`src/rtl/alm_pkg.sv`:
```
// ----------------------------------------------------------------------------
// alm_pkg
// Types, constants and arithmetic helpers of the audio level meter.
// ----------------------------------------------------------------------------
package alm_pkg;

  localparam int CHANNELS_DEF  = 8;
  localparam int BLOCK_MAX_DEF = 4096;
  localparam int SAMPLE_W      = 24;
  localparam int MAG_W         = SAMPLE_W - 1;
  localparam int LOG_IN_W      = 64;
  localparam int LOG_N_W       = 6;
  localparam int LOG_W         = LOG_N_W + 16;
  localparam int LDIFF_W       = 26;
  localparam int DB_P_W        = 46;
  localparam int SM_P_W        = 34;
  localparam int CFG_AW        = 3;
  localparam int CFG_DW        = 16;

  localparam logic signed [15:0] SILENCE_RESET = -16'sd25600;
  localparam logic signed [19:0] K20 = 20'sd394566;
  localparam logic signed [19:0] K10 = 20'sd197283;

  typedef enum logic [CFG_AW-1:0] {
    REG_ACTIVE, REG_SILENCE, REG_CLIP, REG_ATTACK, REG_RELEASE, REG_HOLD, REG_DECAY
  } cfg_reg_t;

  typedef enum logic [1:0] {LSEL_PEAK, LSEL_SUM, LSEL_CNT} log_sel_t;

  typedef enum logic [1:0] {LOG_IDLE, LOG_NORM, LOG_SQ, LOG_DONE} log_state_t;

  typedef enum logic [3:0] {
    ST_IDLE, ST_RD, ST_DATA, ST_ACC, ST_LOG_START, ST_LOG_WAIT,
    ST_DB_MUL, ST_DB_FIN, ST_T_MUL, ST_T_FIN, ST_OUT
  } state_t;

  typedef struct packed {
    logic                       kind;
    logic [2:0]                 channel;
    logic signed [SAMPLE_W-1:0] sample;
    logic                       last_in_block;
  } in_t;

  typedef struct packed {
    logic               report;
    logic [2:0]         channel_res;
    logic signed [15:0] level_db;
    logic signed [15:0] rms_db;
    logic signed [15:0] hold_db;
    logic               clipping;
    logic               clip_event;
    logic               last;
  } out_t;

  // round half away from zero of p / 2^24, saturate, floor at sil
  function automatic logic signed [15:0] to_db(input logic signed [DB_P_W-1:0] p,
                                               input logic signed [15:0] sil);
    logic [DB_P_W-1:0]        mag;
    logic [DB_P_W-1:0]        q;
    logic signed [DB_P_W-1:0] r;
    mag = p[DB_P_W-1] ? DB_P_W'(-p) : DB_P_W'(p);
    q = (mag + (DB_P_W'(1) << 23)) >> 24;
    r = p[DB_P_W-1] ? -$signed(q) : $signed(q);
    if (r < -46'sd32768) r = -46'sd32768;
    else if (r > 46'sd32767) r = 46'sd32767;
    if (r < DB_P_W'(sil)) r = DB_P_W'(sil);
    return r[15:0];
  endfunction

  // round half away from zero of p / 2^16
  function automatic logic signed [17:0] smooth_round(input logic signed [SM_P_W-1:0] p);
    logic [SM_P_W-1:0] m;
    logic [SM_P_W-1:0] q;
    m = p[SM_P_W-1] ? SM_P_W'(-p) : SM_P_W'(p);
    q = (m + SM_P_W'(32768)) >> 16;
    return p[SM_P_W-1] ? -$signed(18'(q)) : $signed(18'(q));
  endfunction

endpackage

```
`src/rtl/alm_log2.sv`:
```
// ----------------------------------------------------------------------------
// alm_log2
// Multi-cycle log2 in Q.16: normalize, then 16 squarings of the mantissa.
// ----------------------------------------------------------------------------
module alm_log2 (
  input  logic                         clk,
  input  logic                         rst,
  input  logic                         start,
  input  logic [alm_pkg::LOG_IN_W-1:0] x,
  output logic                         done,
  output logic [alm_pkg::LOG_W-1:0]    result
);
  import alm_pkg::*;

  log_state_t           state, state_next;
  logic [LOG_IN_W-1:0]  xr;
  logic [LOG_N_W-1:0]   n;
  logic [31:0]          y;
  logic [15:0]          frac;
  logic [3:0]           k;
  logic [63:0]          prod;
  logic [32:0]          t;

  assign prod = 64'(y) * 64'(y);
  assign t    = prod[63:31];

  always_comb begin
    state_next = state;
    case (state)
      LOG_IDLE: if (start) state_next = LOG_NORM;
      LOG_NORM: if (xr[LOG_IN_W-1]) state_next = LOG_SQ;
      LOG_SQ:   if (k == 4'd15) state_next = LOG_DONE;
      LOG_DONE: state_next = LOG_IDLE;
      default:  state_next = LOG_IDLE;
    endcase
  end

  always_comb begin
    done   = (state == LOG_DONE);
    result = {n, frac};
  end

  always_ff @(posedge clk) begin
    if (rst) begin
      state <= LOG_IDLE;
    end else begin
      state <= state_next;
    end
  end

  always_ff @(posedge clk) begin
    case (state)
      LOG_IDLE: begin
        if (start) begin
          xr <= x;
          n  <= LOG_N_W'(LOG_IN_W - 1);
        end
      end
      LOG_NORM: begin
        if (xr[LOG_IN_W-1]) begin
          y    <= xr[LOG_IN_W-1 -: 32];
          frac <= '0;
          k    <= '0;
        end else if (xr[LOG_IN_W-1 -: 8] == '0) begin
          xr <= xr << 8;
          n  <= n - LOG_N_W'(8);
        end else begin
          xr <= xr << 1;
          n  <= n - LOG_N_W'(1);
        end
      end
      LOG_SQ: begin
        if (t[32]) begin
          y    <= t[32:1];
          frac <= {frac[14:0], 1'b1};
        end else begin
          y    <= t[31:0];
          frac <= {frac[14:0], 1'b0};
        end
        k <= k + 4'd1;
      end
      default: ;
    endcase
  end

endmodule

```
`config.mk`:
```
export PLATFORM = sky130hd
export DESIGN_NAME = alm_log2
export DESIGN_NICKNAME = d
export VERILOG_FILES = /design/src/rtl/alm_pkg.sv /design/src/rtl/alm_log2.sv
export SDC_FILE = /design/constraint.sdc
export NUM_CORES = 2
export LEC_CHECK = 0
export BUFFER_PORTS_ARGS = -buffer_cell sky130_fd_sc_hd__buf_2
export CAP_MARGIN = 40
export CORE_ASPECT_RATIO = 0.8
export CORE_MARGIN = 8
export CORE_UTILIZATION = 35
export DETAILED_ROUTE_END_ITERATION = 12
export SLEW_MARGIN = 25
export SYNTH_ARGS = -nofsm -noshare
export SYNTH_HDL_FRONTEND = slang
export SYNTH_SLANG_ARGS = --single-unit
```
`constraint.sdc`:
```
create_clock -name clk -period 10.3 [get_ports clk]
set_input_delay 2.06 -clock clk [delete_from_list [all_inputs] [get_ports clk]]
set_output_delay 2.06 -clock clk [all_outputs]
set_load 0.01 [all_outputs]
```
After elaboration in Yosys (flattened, before gate mapping)
Cells that the tools add are included.
Widths: inputs -> output; s select.
- add/subtract/negate cells: 3
- multiply operators: 1
- equal/unequal tests: 8
- mux-type cells: 20
- reductions and logical operators: 8
- operators with widths (operator ; count):
    $mux 64 ; 3
    $pmux 64 s2 ; 1
    $mul 32x32->64 ; 1
    $mux 32 ; 2
    $pmux 32 s2 ; 1
    $pmux 16 s2 ; 1
    $mux 6 ; 3
    $mux 16 ; 1
    $pmux 6 s2 ; 1
    $logic_not 8->1 ; 1
    $ne 2x2->1 const B ; 4
    $pmux 2 s4 ; 1
    $pmux 4 s2 ; 1
    $mux 2 ; 3
    $reduce_and 3->1 ; 2
    $sub 6x1->6 const B ; 1
    $sub 6x4->6 const B ; 1
    $add 4x1->4 const B ; 1
    $eq 2x2->1 const B ; 2
    $eq 4x4->1 const B ; 1
    $mux 4 ; 1
    $reduce_and 2->1 ; 2
    $reduce_bool 2->1 ; 2
    $eq 2x1->1 const B ; 1
    other kinds (2) ; 2
- register bits after elaboration: 124
- input bits: 67
- output and inout bits: 23
- word-level logic and storage cells: 47

Logic depth before layout (Yosys ltp)
- depth in word-level cells: 4
- depth in mapped cells: 32
- mapped depth without buffers: 27

Worst setup path after synthesis
OpenSTA, ideal clock, no wires.
- path type: register to register
- from: register y[5]
- to: register y[11], data pin
- setup time: 270 ps
- arrival time: 7483 ps
- data required time: 10030 ps
- slack: 2547 ps
- cell stages (with the launch flop): 30
- buffers on the path: 4
- period minus slack after synthesis: 7753 ps
- path through: edfxtp_1 > clkbuf_1 > clkbuf_1 > nand2_1 > fa_1 > inv_1 > fa_1 > fa_1 > inv_1 > fa_1 > inv_1 > fa_1 > fa_1 > fa_1 > inv_1 > fa_1 > inv_1 > ha_1 > a21oi_2 > o21ai_1 > a32o_1 > a211oi_2 > a2bb2oi_2 > nand3_2 > a31oi_2 > xnor2_1 > buf_6 > buf_4 > mux2i_1 > a21oi_1
- longest elaborated chain between the ends: 3
- ends and longest elaborated chain (element ; RTL line ; RTL):
    from (decl) ; alm_log2.sv:18 ; logic [31:0] y;
    from (signal assigned) ; alm_log2.sv:61 ; y <= xr[LOG_IN_W-1 -: 32];
    from (signal assigned) ; alm_log2.sv:74 ; y <= t[32:1];
    from (signal assigned) ; alm_log2.sv:77 ; y <= t[31:0];
    $mul 32x32->64 ; alm_log2.sv:24 ; assign prod = 64'(y) * 64'(y);
    $mux 32 ; alm_log2.sv:73 ; if (t[32]) begin
    $pmux 32 s2 ; alm_log2.sv:52 ; case (state)
Every way passes these cells.
A chain may end at the register's enable or synchronous reset.

Worst setup path after layout
- from: register y[16]
- to: register y[30], data pin
The elaborated chain is that of the path after synthesis.

==> flow_metrics.env <==
export IMPL_status="complete, no violations"
export IMPL_grt_pass1_vias=26100
export IMPL_cts_root_buf="clkbuf_16"
export IMPL_grt_pass1_wl_mm=147
export IMPL_syn_area_per_cell_um2=9.61
export IMPL_slew_headroom=0.428
export IMPL_cp_arrival_ps=9410
export IMPL_tightest_slew_ps=853
export IMPL_core_um2=100000
export IMPL_crit_path_end_kind="flip-flop"
export IMPL_fin_crit_sh=0.898
export IMPL_cts_buffers=17
export IMPL_clock_fmax_ghz=0.108
export IMPL_placed_area_um2=37400
export IMPL_antenna_left=0
export IMPL_yosys_register_bits=124
export IMPL_path_clk_slew_ps=60
export IMPL_antenna_found_initial=4
export IMPL_pre_cts_ws_ps=1330
export IMPL_critPathMaxStageDelay_ps=670
export IMPL_cts_tree="done"
export IMPL_syn_area_um2=35300
export IMPL_synth_top_family_by_area="adder cells"
export IMPL_insertion_delay_ps=410
export IMPL_skew_ps=12.0
export IMPL_yosysWarnings=0
export IMPL_drive_gt1_frac=0.0589
export IMPL_final_common_cell="inv_1"
export IMPL_die_w_um=371
export IMPL_pin_count=90
export IMPL_finalSetupTns_ps=0
export IMPL_std_cell_rows=104
export IMPL_setup_viol=0
export IMPL_start_kind="flip-flop"
export IMPL_max_cap_viol_count=0
export IMPL_ys_seq_area_frac=0.105
export IMPL_dp_hpwl_mm=76.2
export IMPL_drt_initial_drc_count=1683
export IMPL_cts_hold_buf=0
export IMPL_port_buffer_count=89
export IMPL_grt_max_degree=73
export IMPL_ff2ff_setup_slack_ps=1060
export IMPL_synth_xor_area_share=0.0208
export IMPL_min_period_ps=9240
export IMPL_clockBufferDepth=2
export IMPL_synthesis_nets=4839
export IMPL_layout_nets=4855
export IMPL_yosysUniqueCellTypes=66
export IMPL_viasPerCell=4.78
export IMPL_slowest_stage="clkinv_1"
export IMPL_dieArea_um2=111000
export IMPL_area_growth_pct=7.80
export IMPL_path_delay_family="adder cells"
export IMPL_setup_ws_ps=1060
export IMPL_synth_ff_type="edfxtp_1"
export IMPL_synth_simple_area_share=0.107
export IMPL_die_h_um=300
export IMPL_grt_ovfl_total=0
export IMPL_post_cts_repair_setup_buffers=0
export IMPL_grt_usage=0.167
export IMPL_fin_util=0.379
export IMPL_wl_mm=90.7
export IMPL_cp_num_buf_inv=4
export IMPL_vias=24100
export IMPL_ctsResizeCount=0
export IMPL_gp_congestion=0.902
export IMPL_path_class="reg -> reg"
export IMPL_synth_edf_count=122
export IMPL_initial_utilization=0.352
export IMPL_muxShareOfSynthArea=0.0222
export IMPL_synthCells=3674
export IMPL_synthArstFlopShare=0
export IMPL_regArea_um2=3700
export IMPL_drc=0
export IMPL_holdCritPathClass="reg -> reg"
export IMPL_final_cell_area_um2=38100
export IMPL_multi_input_area_um2=27100
export IMPL_critical_path_max_fanout=10
export IMPL_synth_compound_area_frac=0.0586
export IMPL_synthAdderAreaFrac=0.557
export IMPL_layout_common_cells="1,052 x inv_1, 791 x fa_1, 305 x ha_1"
export IMPL_fill_cells=9976
export IMPL_cts_sinks=124
export IMPL_wl_per_cell_um=18.0
export IMPL_cpMostUsedCell="fa_1"
export IMPL_drtPass1Iterations=6
export IMPL_h_tree_depth=4
export IMPL_finalHoldViolations=0
export IMPL_crit_chain="clkinv_1, nor2_1, fa_1, fa_1, inv_1, fa_1, fa_1, inv_1, fa_1, fa_1, fa_1, fa_1, ha_1, a21oi_1, o21ai_0, a221oi_1, o21ai_0, nor4_1, buf_4, nor3b_1, nor3_1, o21ai_0, xnor2_1, a21o_1"
export IMPL_slew_violations=0
export IMPL_rsz0062_at_grt="no"
export IMPL_required_ps=10460
## logic make-up (layout without fill, tap and decap cells)
| group | count (synthesis) | after routing |
|---|---|---|
| multiplexers | 78 | 78 |
| adder cells (fa/ha/maj) | 1098 | 1098 |
| other | 0 | 3 |
| AO/OA/AOI/OAI | 321 | 321 |
| AND/OR/NAND/NOR | 763 | 763 |
| XOR/XNOR | 84 | 84 |
| buffers and inverters | 1206 | 1235 |
| flip-flops | 124 | 124 |
## worst reg2reg max path, delay by kind of cell (launching register included)
kind	cells	cell delay, ps
AO/OA/AOI/OAI	6	1360
XOR/XNOR	1	180
adder cells (fa/ha/maj)	9	4490
buffers and inverters	4	1030
flip-flops	1	360
AND/OR/NAND/NOR	4	1600
## per-layer routing
layer | up-vias | global-route usage | wire, um | part of all wire
met4 | 0 | 0.0284 | 1300 | 0.014
li1 | 11100 | - | - | -
met2 | 704 | 0.263 | 41100 | 0.45
met1 | 12200 | 0.244 | 42000 | 0.46
met3 | 68 | 0.0293 | 6300 | 0.069
met5 | - | 0 | 0 | 0
## layout make-up
cell class                      count  share of cell area
Multi-Input combinational cell   2344               0.712
Sequential cell                   124              0.0973
Clock inverter                     13             0.00562
Timing Repair Buffer              150              0.0265
Inverter                         1053               0.104
Clock buffer                       19              0.0114
Antenna cell                        3            0.000197
Tap cell                         1325              0.0436
## synthesized netlist by cell type, types with 5 or more instances
cell      count  area [um2]
xnor2_1      49         429
nor3_1       17        85.1
o21bai_1     15         113
and4_1        6        52.6
and3_1       17         106
edfxtp_1    122        3660
nand4_1      19         119
o31ai_1       9        67.6
o22ai_1      58         363
o211ai_1      5        37.5
ha_1        307        3840
fa_1        791       15800
nand2b_1      8        50.1
a31o_2       11        96.3
inv_1      1052        3950
a31oi_1      10        62.6
xor2_1       35         307
a21oi_1      94         470
and2_1      246        1540
o21ai_0      40         200
nor2_1       98         368
nor2b_1      14        87.6
a221o_1       7        70.1
nand3_1      29         145
nand2_1     288        1080
mux2i_1      75         751
clkbuf_1    140         526
o21ai_1       6        30.0
or2_2         7        43.8
buf_1         7        26.3
a21o_1       34         255
## flip-flops by register name (all words and copies together), names as in the netlist
name / flops
frac: 16
y: 32
state: 2
n: 6
xr: 64
k: 4
## stage by stage
| stage | cells | hold WS [ps] |
|---|---|---|
| floorplan | 3674 | 507 |
| global placement | 4986 | 532 |
| detailed placement | 4993 | 540 |
| CTS | 5025 | 547 |
| global route | 5029 | 574 |
| finish | 5031 | 540 |
## worst paths after layout
check / start / endpoint / cells past startpoint
hold reg to reg: state[0] / state[0] / 2
setup / recovery: y[16] / y[30] / 24
hold / removal: state[0] / state[0] / 2
setup reg to reg: y[16] / y[30] / 24
Power is not shown: default switching activity piles up to over one toggle a cycle in this logic, so the estimate is an artifact.
