$ cat src/rtl/alm_ram.sv
// ----------------------------------------------------------------------------
// alm_ram
// Generic single-write, single-read RAM with registered read data.
// ----------------------------------------------------------------------------
module alm_ram #(
  parameter int WIDTH = 8,
  parameter int DEPTH = 8,
  parameter int AW    = (DEPTH > 1) ? $clog2(DEPTH) : 1
) (
  input  logic             clk,
  input  logic             we,
  input  logic [AW-1:0]    waddr,
  input  logic [WIDTH-1:0] wdata,
  input  logic             re,
  input  logic [AW-1:0]    raddr,
  output logic [WIDTH-1:0] rdata
);

  logic [WIDTH-1:0] mem [DEPTH];

  always_ff @(posedge clk) begin
    if (we) mem[waddr] <= wdata;
    if (re) rdata <= mem[raddr];
  end

endmodule

$ cat config.mk
export PLATFORM = sky130hd
export DESIGN_NAME = alm_ram
export DESIGN_NICKNAME = d
export VERILOG_FILES = /design/src/rtl/alm_ram.sv
export SDC_FILE = /design/constraint.sdc
export NUM_CORES = 1
export LEC_CHECK = 0
export CORE_MARGIN = 1.5
export CORE_UTILIZATION = 61
export DETAILED_ROUTE_END_ITERATION = 8
export DONT_BUFFER_PORTS = 1
export PLACE_DENSITY = 0.83
export SKIP_CTS_REPAIR_TIMING = 1
export SLEW_MARGIN = 20
export SYNTH_ARGS = -nofsm -noshare
export SYNTH_HDL_FRONTEND = slang
export SYNTH_SLANG_ARGS = --single-unit
$ cat constraint.sdc
create_clock -name clk -period 1.85 [get_ports clk]
set_input_delay 0 -clock clk [delete_from_list [all_inputs] [get_ports clk]]
set_output_delay 0 -clock clk [all_outputs]
set_load 0.03 [all_outputs]
Word-level counts from Yosys, hierarchy flattened
Memory sizes are Yosys's and may differ from the RTL's. A register that Yosys moved wholly into a read port is not among the register bits.
Cells that the tools add are included.
{"block": "op_classes", "mux": 2}
{"cell": "$mux 1", "n": 2}
{"block": "word_totals", "reg_bits": 0, "ram_bits": 64, "inputBits": 17, "output_inout_bits": 8, "wordCells": 3, "memories": 1}
{"name": "mem", "words": 8, "word_bits": 8, "read_ports": 1, "rd_clocked_by_memory_dff": 1, "write_ports": 1, "line": "19", "rtl": "logic [WIDTH-1:0] mem [DEPTH];"}

Depth between registers and ports, before layout
Gate-level depths: netlist (run 1).
{"block": "depth", "ltp_word": 2, "mapped_depth": 4, "mapped_depth_nobuf": 2}

Least setup slack after synthesis (run 1)
OpenSTA, ideal clock, no wires.
{"block": "synth_timing", "kind": "register to register", "start": "mem mem[3][1]", "end": "reg rdata[1] (read register of mem), data pin", "setup_ns": 0.260, "t_arrival_ns": 1.063, "required_ns": 1.590, "slack_ns": 0.527, "path_stages_with_launch": 3, "path_buffers": 0, "period_less_slack_ns": 1.323, "path_cell_list": "edfxtp_1 > mux4_1 > mux2_2"}
{"item": "from (decl)", "line": "19"}
{"item": "to (decl)", "line": "16", "rtl": "output logic [WIDTH-1:0] rdata"}

==> results of run 1 <==
[routing by layer]
layer | share of wire (%) | vias to the layer above
met2 | 51 | 33
met5 | 0 | -
li1 | - | 539
met3 | 3.4 | 12
met4 | 3.1 | 0
met1 | 42 | 607
[power breakdown]
group	leakage (uW)	internal, uW	switching (uW)
clock network	0.0000933	621	567
logic	0.000302	79.2	59.0
registers	0.000660	1860	43.3
total	0.00105	2560	669
[cell usage in the layout (no fill, tap or decap)]
cell	Yosys	routed
sky130_fd_sc_hd__nor3_1	2	2
sky130_fd_sc_hd__clkinv_2	0	1
sky130_fd_sc_hd__edfxtp_1	72	72
sky130_fd_sc_hd__inv_6	0	1
sky130_fd_sc_hd__clkbuf_8	0	9
sky130_fd_sc_hd__mux4_1	15	15
sky130_fd_sc_hd__mux2_2	8	8
sky130_fd_sc_hd__clkinv_1	0	1
sky130_fd_sc_hd__buf_4	0	8
sky130_fd_sc_hd__clkinvlp_4	0	2
sky130_fd_sc_hd__nor2_1	6	6
sky130_fd_sc_hd__nand2b_1	3	3
sky130_fd_sc_hd__bufinv_16	0	1
sky130_fd_sc_hd__dlygate4sd3_1	0	10
sky130_fd_sc_hd__clkinv_4	0	1
sky130_fd_sc_hd__mux4_2	1	1
sky130_fd_sc_hd__nand2_1	2	2
[sequential cells by signal, summed over array words and instances, names as in the netlist]
name	cells
mem	64
rdata	8
[cell type report]
| type | instances | share of cell area (%) |
|---|---|---|
| clock inverter | 7 | 2.27 |
| timing repair buffer | 18 | 5.09 |
| clock buffer | 9 | 3.93 |
| tap | 52 | 2.07 |
| multi-input combinational | 37 | 18.0 |
| sequential | 72 | 68.7 |
[through the flow]
stage               util [%]  total power, uW  instances  hold WS, ps
floorplan                  -             2040        114         98.9
finish                  72.3             3230        195         7.77
global route            72.3             3320        195        0.361
detailed placement      65.5             2040        169         99.1
CTS                     70.0             3210        185         -265
global placement        65.5             2040        169         99.2
[cells by family after synthesis]
kind of cell,after synthesis,share of synthesized area (%)
and+or+nand+nor,13,2.12
DFF,72,78.0
buffers and inverters,5,1.58
muxes,24,18.3
[worst max-delay path: stages, from the launching register on]
cell,delay (ps)
sky130_fd_sc_hd__edfxtp_1,370
sky130_fd_sc_hd__mux4_1,520
sky130_fd_sc_hd__mux2_2,270
[how the worst min path moves through the flow]
stage               startpoint   endpoint  depth (start not counted)
detailed placement    wdata[5]  mem[2][5]                          0
floorplan             wdata[0]  mem[0][0]                          0
global route          raddr[2]   rdata[6]                          2
finish                raddr[2]   rdata[4]                          2
global placement      wdata[4]  mem[0][4]                          0
CTS                   wdata[4]  mem[3][4]                          0
==> results.txt, run 1 <==
----------------------------------------------------
[Status]
  Status ... finished, final reports clean

[Power]
  Maximum vdd ir drop ... 664 uV
  Leak pwr ... 0.00105 uW
  Power Dens Cells ... 1030 nW/um2

[Drt]
  Remaining antenna violation count after routing ... 0
  Total number of vias ... 1,191
  Total Wirelength ... 4260 um
  DR vias/cell ... 6.11
  Detailed Route Iter0 Violations ... 47
  Number of DRC violations after detailed routing ... 0
  WL/cell ... 21.9 um
  Detailed-router iteration count before antenna repair ... 4

[STA]
  Largest clock skew in the final design ... 9.53 ps
  Period utilization ... 75.9%
  Clock period minus final worst setup slack ... 1400 ps
  Transition time at the pin with the least slew margin ... 481 ps
  RSZ-0062 raised after global routing ... no
  Worst rel slew slack ... 67.8%
  Fin Setup TNS ... 0 ps
  Number of hold-slack violations in the final timing report ... 0
  Timing-limited maximum frequency ... 712 MHz
  Final Max Tran Viols ... 0
  Final count of negative-setup-slack endpoints ... 0
  Worst Setup Slack, final ... 445 ps

[Die]
  Die Span X ... 70.4 um
  Placeable Area ... 4350 um2
  Count of pins on the block boundary ... 25
  Rows ... 24
  Area enclosed by the die boundary ... 4960 um2
  Initial core utilization ... 63.6%
  Vert. Die Dim ... 70.4 um

[Clocking]
  Number of clock buffers inserted by TritonCTS ... 9
  Maximum root-to-sink buffer count ... 2
  Worst skew pair latency ... 350 ps
  CTS root buf ... sky130_fd_sc_hd__clkbuf_8
  H-Tree Level Count ... 3
  Sinks on the clock net ... 72
  Clock slew at reported path FFs ... 80 ps
  TritonCTS clock tree ... built

[Place]
  Number of port buffers ... 0
  HPWL after DPL ... 2570 um
  Minimum setup slack after placement ... 452 ps
  GPL Wtd Cong ... 0.699
  Cell area after placement ... 2850 um2

[GRT]
  Grt total ovfl ... 0
  Peak-usage layer in the global routing report ... met2
  Global routing met1 resource utilization ... 24.3%
  Met3 usage in global routing ... 5.34%
  Antenna violations before repair ... 0
  Met2 Use GR ... 29.7%
  Total Routing Usage GR ... 19.2%
  Vias in the first global route ... 1,230
  First-pass GRT wire length ... 6510 um
  Largest net degree at the start of global routing ... 17

[Cells and area]
  Relative area change from synthesis to final layout ... 13.6%
  Multi-input combinational cell area ... 566 um2
  Final design instance area without fill ... 3150 um2
  Total number of nets in the final design ... 155
  Share of final-layout standard cells stronger than drive strength 1 ... 22.4%
  Area taken by flip-flops and latches ... 2160 um2
  Number of filler cells placed in the layout ... 240
  Number of antenna cells inserted ... 0

[Synth]
  Net Count, Synth ... 131
  Yosys warnings ... 0
  Post-synth ARST share ... 0%
  Dominant cells by area after synthesis ... sky130_fd_sc_hd__edfxtp_1, sky130_fd_sc_hd__mux4_1, sky130_fd_sc_hd__mux2_2
  Area of the mapped netlist ... 2770 um2
  Portion of the post-synthesis area used by sequential elements ... 78.0%
  Register bit total from synthesis ... 72
  Mean instance size in the synthesized netlist ... 24.3 um2
  Primary flip-flop cell chosen by synthesis mapping ... sky130_fd_sc_hd__edfxtp_1
  Unique masters post-synth ... 13
  Number of instances in the synthesized netlist ... 114
  Leading post-synthesis cells by instance count ... sky130_fd_sc_hd__edfxtp_1, sky130_fd_sc_hd__mux4_1, sky130_fd_sc_hd__mux2_2
  Top-count cell post-synth ... sky130_fd_sc_hd__edfxtp_1
  Biggest area consumer among synthesized cells ... sky130_fd_sc_hd__edfxtp_1
  Post-synth EDFFs ... 72
  Area share of the largest cell type after synthesis ... 78.0%

[Critical path]
  Endpoint class of the critical path ... flip-flop
  Required arrival time at the worst endpoint ... 1950 ps
  R2R setup slack ... 450 ps
  R2R Path Start ... mem[1][0]
  Critical Setup Path Class ... flip-flop to flip-flop
  Count of cells along the worst register-to-register path ... 2
  Data arrival time of the critical path ... 1500 ps
  Maximum fanout encountered on the critical timing path ... 1
  Destination of the critical timing path ... rdata[0]
  CP Launch Type ... flip-flop
  Endpoint of the most critical register-to-register path ... rdata[0]
  Critical Path Start ... mem[1][0]

[Job]
  Max capacitance violation total ... 0

[Hold path]
  Worst hold path class ... input port to flip-flop

----------------------------------------------------
No activity file was read; power rests on OpenSTA's default activity.
==> inputs of run 2 (changes only) <==
--- a/config.mk
+++ b/config.mk
@@ -5,11 +5,12 @@
 export SDC_FILE = /design/constraint.sdc
 export NUM_CORES = 1
 export LEC_CHECK = 0
+export ABC_AREA = 1
 export CORE_MARGIN = 1.5
-export CORE_UTILIZATION = 61
+export CORE_UTILIZATION = 56
 export DETAILED_ROUTE_END_ITERATION = 8
 export DONT_BUFFER_PORTS = 1
-export PLACE_DENSITY = 0.83
+export PLACE_DENSITY = 0.8
 export SKIP_CTS_REPAIR_TIMING = 1
 export SLEW_MARGIN = 20
 export SYNTH_ARGS = -nofsm -noshare
==> constraint.sdc (replaced) <==
create_clock -name clk -period 1.2 [get_ports clk]
set_input_delay 0 -clock clk [delete_from_list [all_inputs] [get_ports clk]]
set_output_delay 0 -clock clk [all_outputs]
set_load 0.03 [all_outputs]
==> results.txt, run 2 <==
----------------------------------------------------
[Job]
  Max capacitance violation total ... 0 (unchanged)

[Synth]
  Mean instance size in the synthesized netlist ... 10.3 um2 (-58%)
  Share of synthesized area spent on multiplexers ... 0% (-18 points)
  Xor/xnor share of the synthesized area ... 0% (unchanged)
  Number of instances in the synthesized netlist ... 303 (+170%)
  Post-synth ARST share ... 0% (unchanged)
  Dominant combinational cell family by area after synthesis ... simple AND/OR/NAND/NOR gates
  Net Count, Synth ... 320 (+140%)
  Biggest area consumer among synthesized cells ... sky130_fd_sc_hd__edfxtp_1
  Register bit total from synthesis ... 72 (unchanged)
  Compound-cell area share of the yosys netlist ... 0% (unchanged)
  Area share of the largest cell type after synthesis ... 69.1% (-8.9 points)
  Top-count cell post-synth ... sky130_fd_sc_hd__nand2_1
  Leading post-synthesis cells by instance count ... sky130_fd_sc_hd__nand2_1, sky130_fd_sc_hd__edfxtp_1, sky130_fd_sc_hd__inv_1
  Adder-Cell Fraction of Synth Area ... 0% (unchanged)
  Yosys warnings ... 0 (unchanged)
  Portion of the post-synthesis area used by sequential elements ... 69.1% (-8.9 points)
  Area of the mapped netlist ... 3130 um2 (+13%)
  Dominant cells by area after synthesis ... sky130_fd_sc_hd__edfxtp_1, sky130_fd_sc_hd__nand2_1, sky130_fd_sc_hd__inv_1
  Share of synthesized cell area in and, or, nand and nor gates ... 19.3% (+17 points)
  Primary flip-flop cell chosen by synthesis mapping ... sky130_fd_sc_hd__edfxtp_1
  Post-synth EDFFs ... 72 (unchanged)
  Unique masters post-synth ... 10 (-3)

[Place]
  Cell area after placement ... 3180 um2 (+11%)
  Number of port buffers ... 0 (unchanged)
  HPWL after DPL ... 3500 um (+36%)
  GPL Wtd Cong ... 0.726 (+3.8%)

[Power]
  Proportion of power drawn by combinational gates ... 5.8% (+1.5 points)
  Portion of total power attributed to the clock network ... 37.8% (+1.1 points)
  Net switching power of the design ... 1090 uW (+63%)
  Part of the power in registers ... 56.4% (-2.6 points)
  Power Dens Cells ... 1490 nW/um2 (+45%)
  Maximum vdd ir drop ... 866 uV (+30%)
  Leak pwr ... 0.00159 uW (+51%)
  Net switching fraction of the power ... 20.9% (+0.16 points)
  Internal portion of total power ... 4130 uW (+61%)

[Drt]
  Number of DRC violations after detailed routing ... 0 (unchanged)
  Remaining antenna violation count after routing ... 0 (unchanged)
  WL/cell ... 15.3 um (-30%)
  Detailed-router iteration count before antenna repair ... 4 (unchanged)
  DR vias/cell ... 4.89 (-20%)
  Total number of vias ... 1,953 (+64%)
  Detailed Route Iter0 Violations ... 154 (+230%)
  Total Wirelength ... 6090 um (+43%)

[STA]
  Period utilization ... 83.8% (+7.9 points)
  Fin Setup TNS ... 0 ps (unchanged)
  Final worst hold slack ... -28.3 ps (-36.1 ps)
  Final Max Tran Viols ... 0 (unchanged)
  Clock period minus final worst setup slack ... 1010 ps (-399 ps)
  Number of hold-slack violations in the final timing report ... 4 (+4)
  Worst rel slew slack ... 69.9% (+2.0 points)
  Transition time at the pin with the least slew margin ... 450 ps (-30.3 ps)
  Largest clock skew in the final design ... 7.77 ps (-1.76 ps)
  RSZ-0062 raised after global routing ... no
  Final count of negative-setup-slack endpoints ... 0 (unchanged)
  Timing-limited maximum frequency ... 994 MHz (+40%)

[Cells and area]
  Final design instance area without fill ... 3490 um2 (+11%)
  Biggest register ... mem
  Largest register FFs ... 64 (unchanged)
  Total number of nets in the final design ... 339 (+120%)
  Number of filler cells placed in the layout ... 389 (+62%)
  Share of final-layout standard cells stronger than drive strength 1 ... 6.42% (-16 points)
  Number of antenna cells inserted ... 0 (unchanged)
  Commonest cells after routing, fill and taps aside ... sky130_fd_sc_hd__nand2_1, sky130_fd_sc_hd__edfxtp_1, sky130_fd_sc_hd__inv_1
  Relative area change from synthesis to final layout ... 11.6%
  Most common cell after layout, fill and taps aside ... sky130_fd_sc_hd__nand2_1
  Largest registers ... mem (64), rdata (8)

[Status]
  Violations in the final reports ... negative hold slack
  Status ... finished, violations left

[Die]
  Vert. Die Dim ... 77.8 um (+10%)
  Rows ... 27 (+13%)
  Area enclosed by the die boundary ... 6050 um2 (+22%)
  Initial core utilization ... 57.6% (-6.1 points)
  Placeable Area ... 5440 um2 (+25%)
  Count of pins on the block boundary ... 25 (unchanged)
  Die Span X ... 77.8 um (+10%)

[Clocking]
  Sinks on the clock net ... 72 (unchanged)
  Maximum root-to-sink buffer count ... 2 (unchanged)
  Number of clock buffers inserted by TritonCTS ... 9 (unchanged)
  CTS root buf ... sky130_fd_sc_hd__clkbuf_8
  TritonCTS clock tree ... built
  Clock slew at reported path FFs ... 70 ps (about the same)
  Worst skew pair latency ... 340 ps (about the same)
  H-Tree Level Count ... 3 (unchanged)

[Hold path]
  End point of the worst hold path ... rdata[6]
  Number of cells on the worst hold path ... 4 (+2)
  Worst hold path class ... input port to flip-flop
  Origin of the worst min-delay path ... raddr[1]

[Critical path]
  Endpoint class of the critical path ... flip-flop
  Required arrival time at the worst endpoint ... 1300 ps (-650 ps)
  R2R setup slack ... 190 ps (-250 ps)
  Endpoint of the most critical register-to-register path ... rdata[3]
  Critical Path Start ... mem[1][3]
  CP Launch Type ... flip-flop
  Data arrival time of the critical path ... 1100 ps (-400 ps)
  Count of cells along the worst register-to-register path ... 6 (+4)
  Critical Setup Path Class ... flip-flop to flip-flop
  R2R Path Start ... mem[1][3]
  Maximum fanout encountered on the critical timing path ... 1 (unchanged)

[GRT]
  Grt total ovfl ... 0 (unchanged)
  Vias in the first global route ... 2,011 (+63%)
  Largest net degree at the start of global routing ... 34 (+17)
  Antenna violations before repair ... 0 (unchanged)
  First-pass GRT wire length ... 9560 um (+47%)
  Total Routing Usage GR ... 22.2% (+3.1 points)

----------------------------------------------------
## run 2: changes by cell type after synthesis, moves of 3 or more
| cell | before | now |
|---|---|---|
| sky130_fd_sc_hd__buf_4 | 0 | 3 |
| sky130_fd_sc_hd__buf_6 | 1 | 6 |
| sky130_fd_sc_hd__inv_1 | 0 | 68 |
| sky130_fd_sc_hd__mux2_2 | 8 | 0 |
| sky130_fd_sc_hd__mux4_1 | 15 | 0 |
| sky130_fd_sc_hd__nand2_1 | 2 | 110 |
| sky130_fd_sc_hd__nand2b_1 | 3 | 0 |
| sky130_fd_sc_hd__nand3_1 | 0 | 32 |
## run 2: stage by stage
step	utilization, %	power, uW	setup slack [ps]	std cells
after floorplan	-	3210	325	303
after global placement	58.5	3220	265	372
after CTS	62.2	5180	190	388
final	64.2	5220	194	399
after global routing	64.2	5380	106	399
after detailed placement	58.5	3230	215	372
## run 2: power by group through the flow
stage	sequential, uW	clock, uW	combinational, uW
5_1_grt	2950	2090	347
3_3_place_gp	3000	0	225
3_5_place_dp	3000	0	236
4_1_cts	2940	2000	240
2_1_floorplan	2990	0	224
6_report	2940	1970	302
## run 2: critical path, stage by stage (launching register included)
cell and delay, ps:
sky130_fd_sc_hd__edfxtp_1 370, sky130_fd_sc_hd__inv_1 90, sky130_fd_sc_hd__nand2_1 70, sky130_fd_sc_hd__nand3_1 80, sky130_fd_sc_hd__nand2_1 50, sky130_fd_sc_hd__nand2_1 50, sky130_fd_sc_hd__nand2_1 50
## run 2: routing by layer
layer  vias to the layer above  wire length [um]  track usage (%)
met4                         0               199             14.9
met3                        17               436             4.35
met5                         -                 0                0
li1                        978                 -                -
met1                       887              2540             27.9
met2                        71              2920             35.0
## run 2: logic make-up after synthesis
family	after synthesis
simple gates	150
buf+inv	81
flops	72
## run 2: layout make-up
| cell class | instances | area (um2) | area share, % |
|---|---|---|---|
| sequential | 72 | 2160 | 61.9 |
| multi-input combinational | 150 | 603 | 17.3 |
| inverter | 70 | 265 | 7.59 |
| timing repair buffer | 19 | 170 | 4.87 |
| clock buffer | 11 | 131 | 3.76 |
| tap | 72 | 90.1 | 2.58 |
| clock inverter | 5 | 71.3 | 2.04 |
## run 2: worst max path at each step
stage	cells past startpoint	slack, ps	to
6_report	6	190	rdata[3]
5_1_grt	6	110	rdata[6]
4_1_cts	6	190	rdata[2]
3_5_place_dp	6	210	rdata[0]
3_3_place_gp	6	270	rdata[6]
2_1_floorplan	3	330	mem[0][0]
==> inputs of run 3 (changes only) <==
--- a/config.mk
+++ b/config.mk
@@ -7,10 +7,10 @@
 export LEC_CHECK = 0
 export ABC_AREA = 1
 export CORE_MARGIN = 1.5
-export CORE_UTILIZATION = 56
+export CORE_UTILIZATION = 62
 export DETAILED_ROUTE_END_ITERATION = 8
 export DONT_BUFFER_PORTS = 1
-export PLACE_DENSITY = 0.8
+export PLACE_DENSITY = 0.84
 export SKIP_CTS_REPAIR_TIMING = 1
 export SLEW_MARGIN = 20
 export SYNTH_ARGS = -nofsm -noshare
==> constraint.sdc (replaced) <==
create_clock -name clk -period 1 [get_ports clk]
set_input_delay 0 -clock clk [delete_from_list [all_inputs] [get_ports clk]]
set_output_delay 0 -clock clk [all_outputs]
set_load 0.03 [all_outputs]
==> results.txt, run 3 (synthesis gave the netlist of run 2 again) <==
----------------------------------------------------
[Status]
  Status ... finished, violations left
  Violations in the final reports ... negative hold slack, negative setup slack

[Drt]
  DR vias/cell ... 4.91 (+0.38%)
  Remaining antenna violation count after routing ... 0 (unchanged)
  WL/cell ... 14.6 um (-4.2%)
  Detailed Route Iter0 Violations ... 147 (-4.5%)
  Total number of vias ... 1,926 (-1.4%)
  Detailed-router iteration count before antenna repair ... 4 (unchanged)
  Total Wirelength ... 5740 um (-5.9%)
  Number of DRC violations after detailed routing ... 0 (unchanged)

[Power]
  Leak pwr ... 0.00157 uW (-0.89%)
  Net switching power of the design ... 1300 uW (+19%)
  Maximum vdd ir drop ... 1350 uV (+56%)
  Proportion of power drawn by combinational gates ... 5.8% (about the same)
  Portion of total power attributed to the clock network ... 35.4% (-2.4 points)
  Internal portion of total power ... 4710 uW (+14%)
  Part of the power in registers ... 58.7% (+2.3 points)
  Power Dens Cells ... 1730 nW/um2 (+16%)
  Net switching fraction of the power ... 21.6% (+0.73 points)
  Overall power consumption ... 6010 uW (+15%)

[STA]
  Timing-limited maximum frequency ... 990 MHz (-0.42%)
  RSZ-0062 raised after global routing ... yes
  Final worst hold slack ... -159 ps (-131 ps)
  Period utilization ... 101% (+17 points)
  Worst Setup Slack, final ... -10.0 ps (-204 ps)
  Transition time at the pin with the least slew margin ... 483 ps (+32.4 ps)
  Final count of negative-setup-slack endpoints ... 1 (+1)
  Worst rel slew slack ... 67.7% (-2.2 points)
  Largest clock skew in the final design ... 12.0 ps (+4.25 ps)
  Number of hold-slack violations in the final timing report ... 8 (+4)
  Final Max Tran Viols ... 0 (unchanged)
  Clock period minus final worst setup slack ... 1010 ps (+4.22 ps)

[Cells and area]
  Utilization of the core after routing ... 72.4% (+8.2 points)
  Relative area change from synthesis to final layout ... 10.7%
  Final standard cell count with taps included and fillers excluded ... 392 (-1.8%)
  Biggest register ... mem
  Commonest cells after routing, fill and taps aside ... sky130_fd_sc_hd__nand2_1, sky130_fd_sc_hd__edfxtp_1, sky130_fd_sc_hd__inv_1
  Total number of nets in the final design ... 337 (-0.59%)
  Number of antenna cells inserted ... 0 (unchanged)
  Most common cell after layout, fill and taps aside ... sky130_fd_sc_hd__nand2_1
  Share of final-layout standard cells stronger than drive strength 1 ... 7.69% (+1.3 points)
  Largest register FFs ... 64 (unchanged)
  Final design instance area without fill ... 3460 um2 (-0.82%)
  Largest registers ... mem (64), rdata (8)

[Critical path]
  Endpoint of the most critical register-to-register path ... rdata[3]
  Maximum fanout encountered on the critical timing path ... 1 (unchanged)
  Critical path depth ... 6 (unchanged)
  Cell repeated most along the worst path ... sky130_fd_sc_hd__nand2_1
  Critical Setup Path Class ... flip-flop to flip-flop
  Worst path bufs/invs ... 1 (unchanged)
  Destination of the critical timing path ... rdata[3]
  CP cell instances ... inv_1 > nand2_1 > nand3_1 > nand2_1 > nand2_1 > nand2_1
  CP Launch Type ... flip-flop
  R2R setup slack ... -10 ps (-200 ps)
  Family of cells with the greatest summed delay on the critical path ... flip-flops
  R2R Path Start ... mem[3][3]
  Count of cells along the worst register-to-register path ... 6 (unchanged)
  Slowest-stage cell, CP ... sky130_fd_sc_hd__edfxtp_1
  Required arrival time at the worst endpoint ... 1100 ps (-200 ps)
  Largest stage delay on the critical path ... 370 ps (about the same)
  Critical Path Start ... mem[3][3]
  Data arrival time of the critical path ... 1110 ps (about the same)
  Endpoint class of the critical path ... flip-flop

[Die]
  Area enclosed by the die boundary ... 5480 um2 (-9.3%)
  Die Span X ... 74.1 um (-4.8%)
  Rows ... 25 (-7.4%)
  Count of pins on the block boundary ... 25 (unchanged)
  Vert. Die Dim ... 74.1 um (-4.8%)
  Initial core utilization ... 65.4% (+7.9 points)
  Placeable Area ... 4790 um2 (-12%)

[Place]
  GPL Wtd Cong ... 0.753 (+3.8%)
  Cell area after placement ... 3170 um2 (-0.20%)
  Minimum setup slack after placement ... 19.6 ps (-195 ps)
  Count of placed standard cells including taps ... 367 (-1.3%)
  HPWL after DPL ... 3260 um (-7.0%)
  Number of port buffers ... 0 (unchanged)

[GRT]
  Antenna violations before repair ... 0 (unchanged)
  Total Routing Usage GR ... 23.6% (+1.3 points)
  Grt total ovfl ... 0 (unchanged)
  Vias in the first global route ... 1,890 (-6.0%)
  Largest net degree at the start of global routing ... 34 (unchanged)
  First-pass GRT wire length ... 8980 um (-6.1%)

[Clocking]
  Clock slew at reported path FFs ... 70 ps (about the same)
  Worst skew pair latency ... 340 ps (about the same)
  Number of clock buffers inserted by TritonCTS ... 9 (unchanged)
  Sinks on the clock net ... 72 (unchanged)
  CTS root buf ... sky130_fd_sc_hd__clkbuf_8
  Maximum root-to-sink buffer count ... 2 (unchanged)
  TritonCTS clock tree ... built
  H-Tree Level Count ... 3 (unchanged)

[Job]
  Max capacitance violation total ... 0 (unchanged)

[Hold path]
  Worst hold path class ... input port to flip-flop

----------------------------------------------------
run 3: cell count changes in the layout (fill, tap and decap cells not counted), sizes merged:
cell and change:
clkinv -1, dlygate4sd3 -2, bufinv -1, clkinvlp +1
clkbuf +1
run 3: metrics by stage:
| step | TNS [ps] | hold WS (ps) |
|---|---|---|
| global placement | 0 | 99.1 |
| floorplan | 0 | 98.9 |
| global route | -402 | -162 |
| CTS | 0 | -261 |
| detailed placement | 0 | 99.1 |
| finish | -10.0 | -159 |
run 3: area by class of cell:
cell class / count / area, um2
well taps: 67 / 83.8
fillers: 307 / 1320
flip-flops and latches: 72 / 2160
clock buffers: 12 / 135
clock inverters: 4 / 45.0
repair buffers: 17 / 150
inverters: 70 / 265
multi-input cells: 150 / 623
run 3: worst min-delay path by stage:
stage / start / end / slack, ps / depth (start not counted)
floorplan: wdata[0] / mem[0][0] / 100 / 0
global placement: wdata[7] / mem[1][7] / 100 / 0
finish: raddr[2] / rdata[3] / -160 / 2
CTS: wdata[4] / mem[2][4] / -260 / 0
detailed placement: wdata[7] / mem[1][7] / 100 / 0
global route: raddr[2] / rdata[5] / -160 / 2
run 3: power groups by stage:
stage / clock network [uW] / logic, uW / registers [uW]
4_1_cts: 2140 / 278 / 3530
5_1_grt: 2260 / 402 / 3540
3_3_place_gp: 0 / 266 / 3590
3_5_place_dp: 0 / 277 / 3600
2_1_floorplan: 0 / 269 / 3590
6_report: 2130 / 351 / 3530
run 3: worst register-to-register path: stages, from the launching register on:
cell and delay (ps):
sky130_fd_sc_hd__edfxtp_1 370, sky130_fd_sc_hd__inv_1 80, sky130_fd_sc_hd__nand2_1 70, sky130_fd_sc_hd__nand3_1 90, sky130_fd_sc_hd__nand2_1 60, sky130_fd_sc_hd__nand2_1 50, sky130_fd_sc_hd__nand2_1 50
run 3: per-layer routing:
layer	part of all wire [%]	GRT usage, %	vias to the layer above
met5	0	0	-
met4	2.2	13.2	0
met3	5.8	6.64	11
met2	52	39.3	62
met1	40	27.6	878
li1	-	-	975
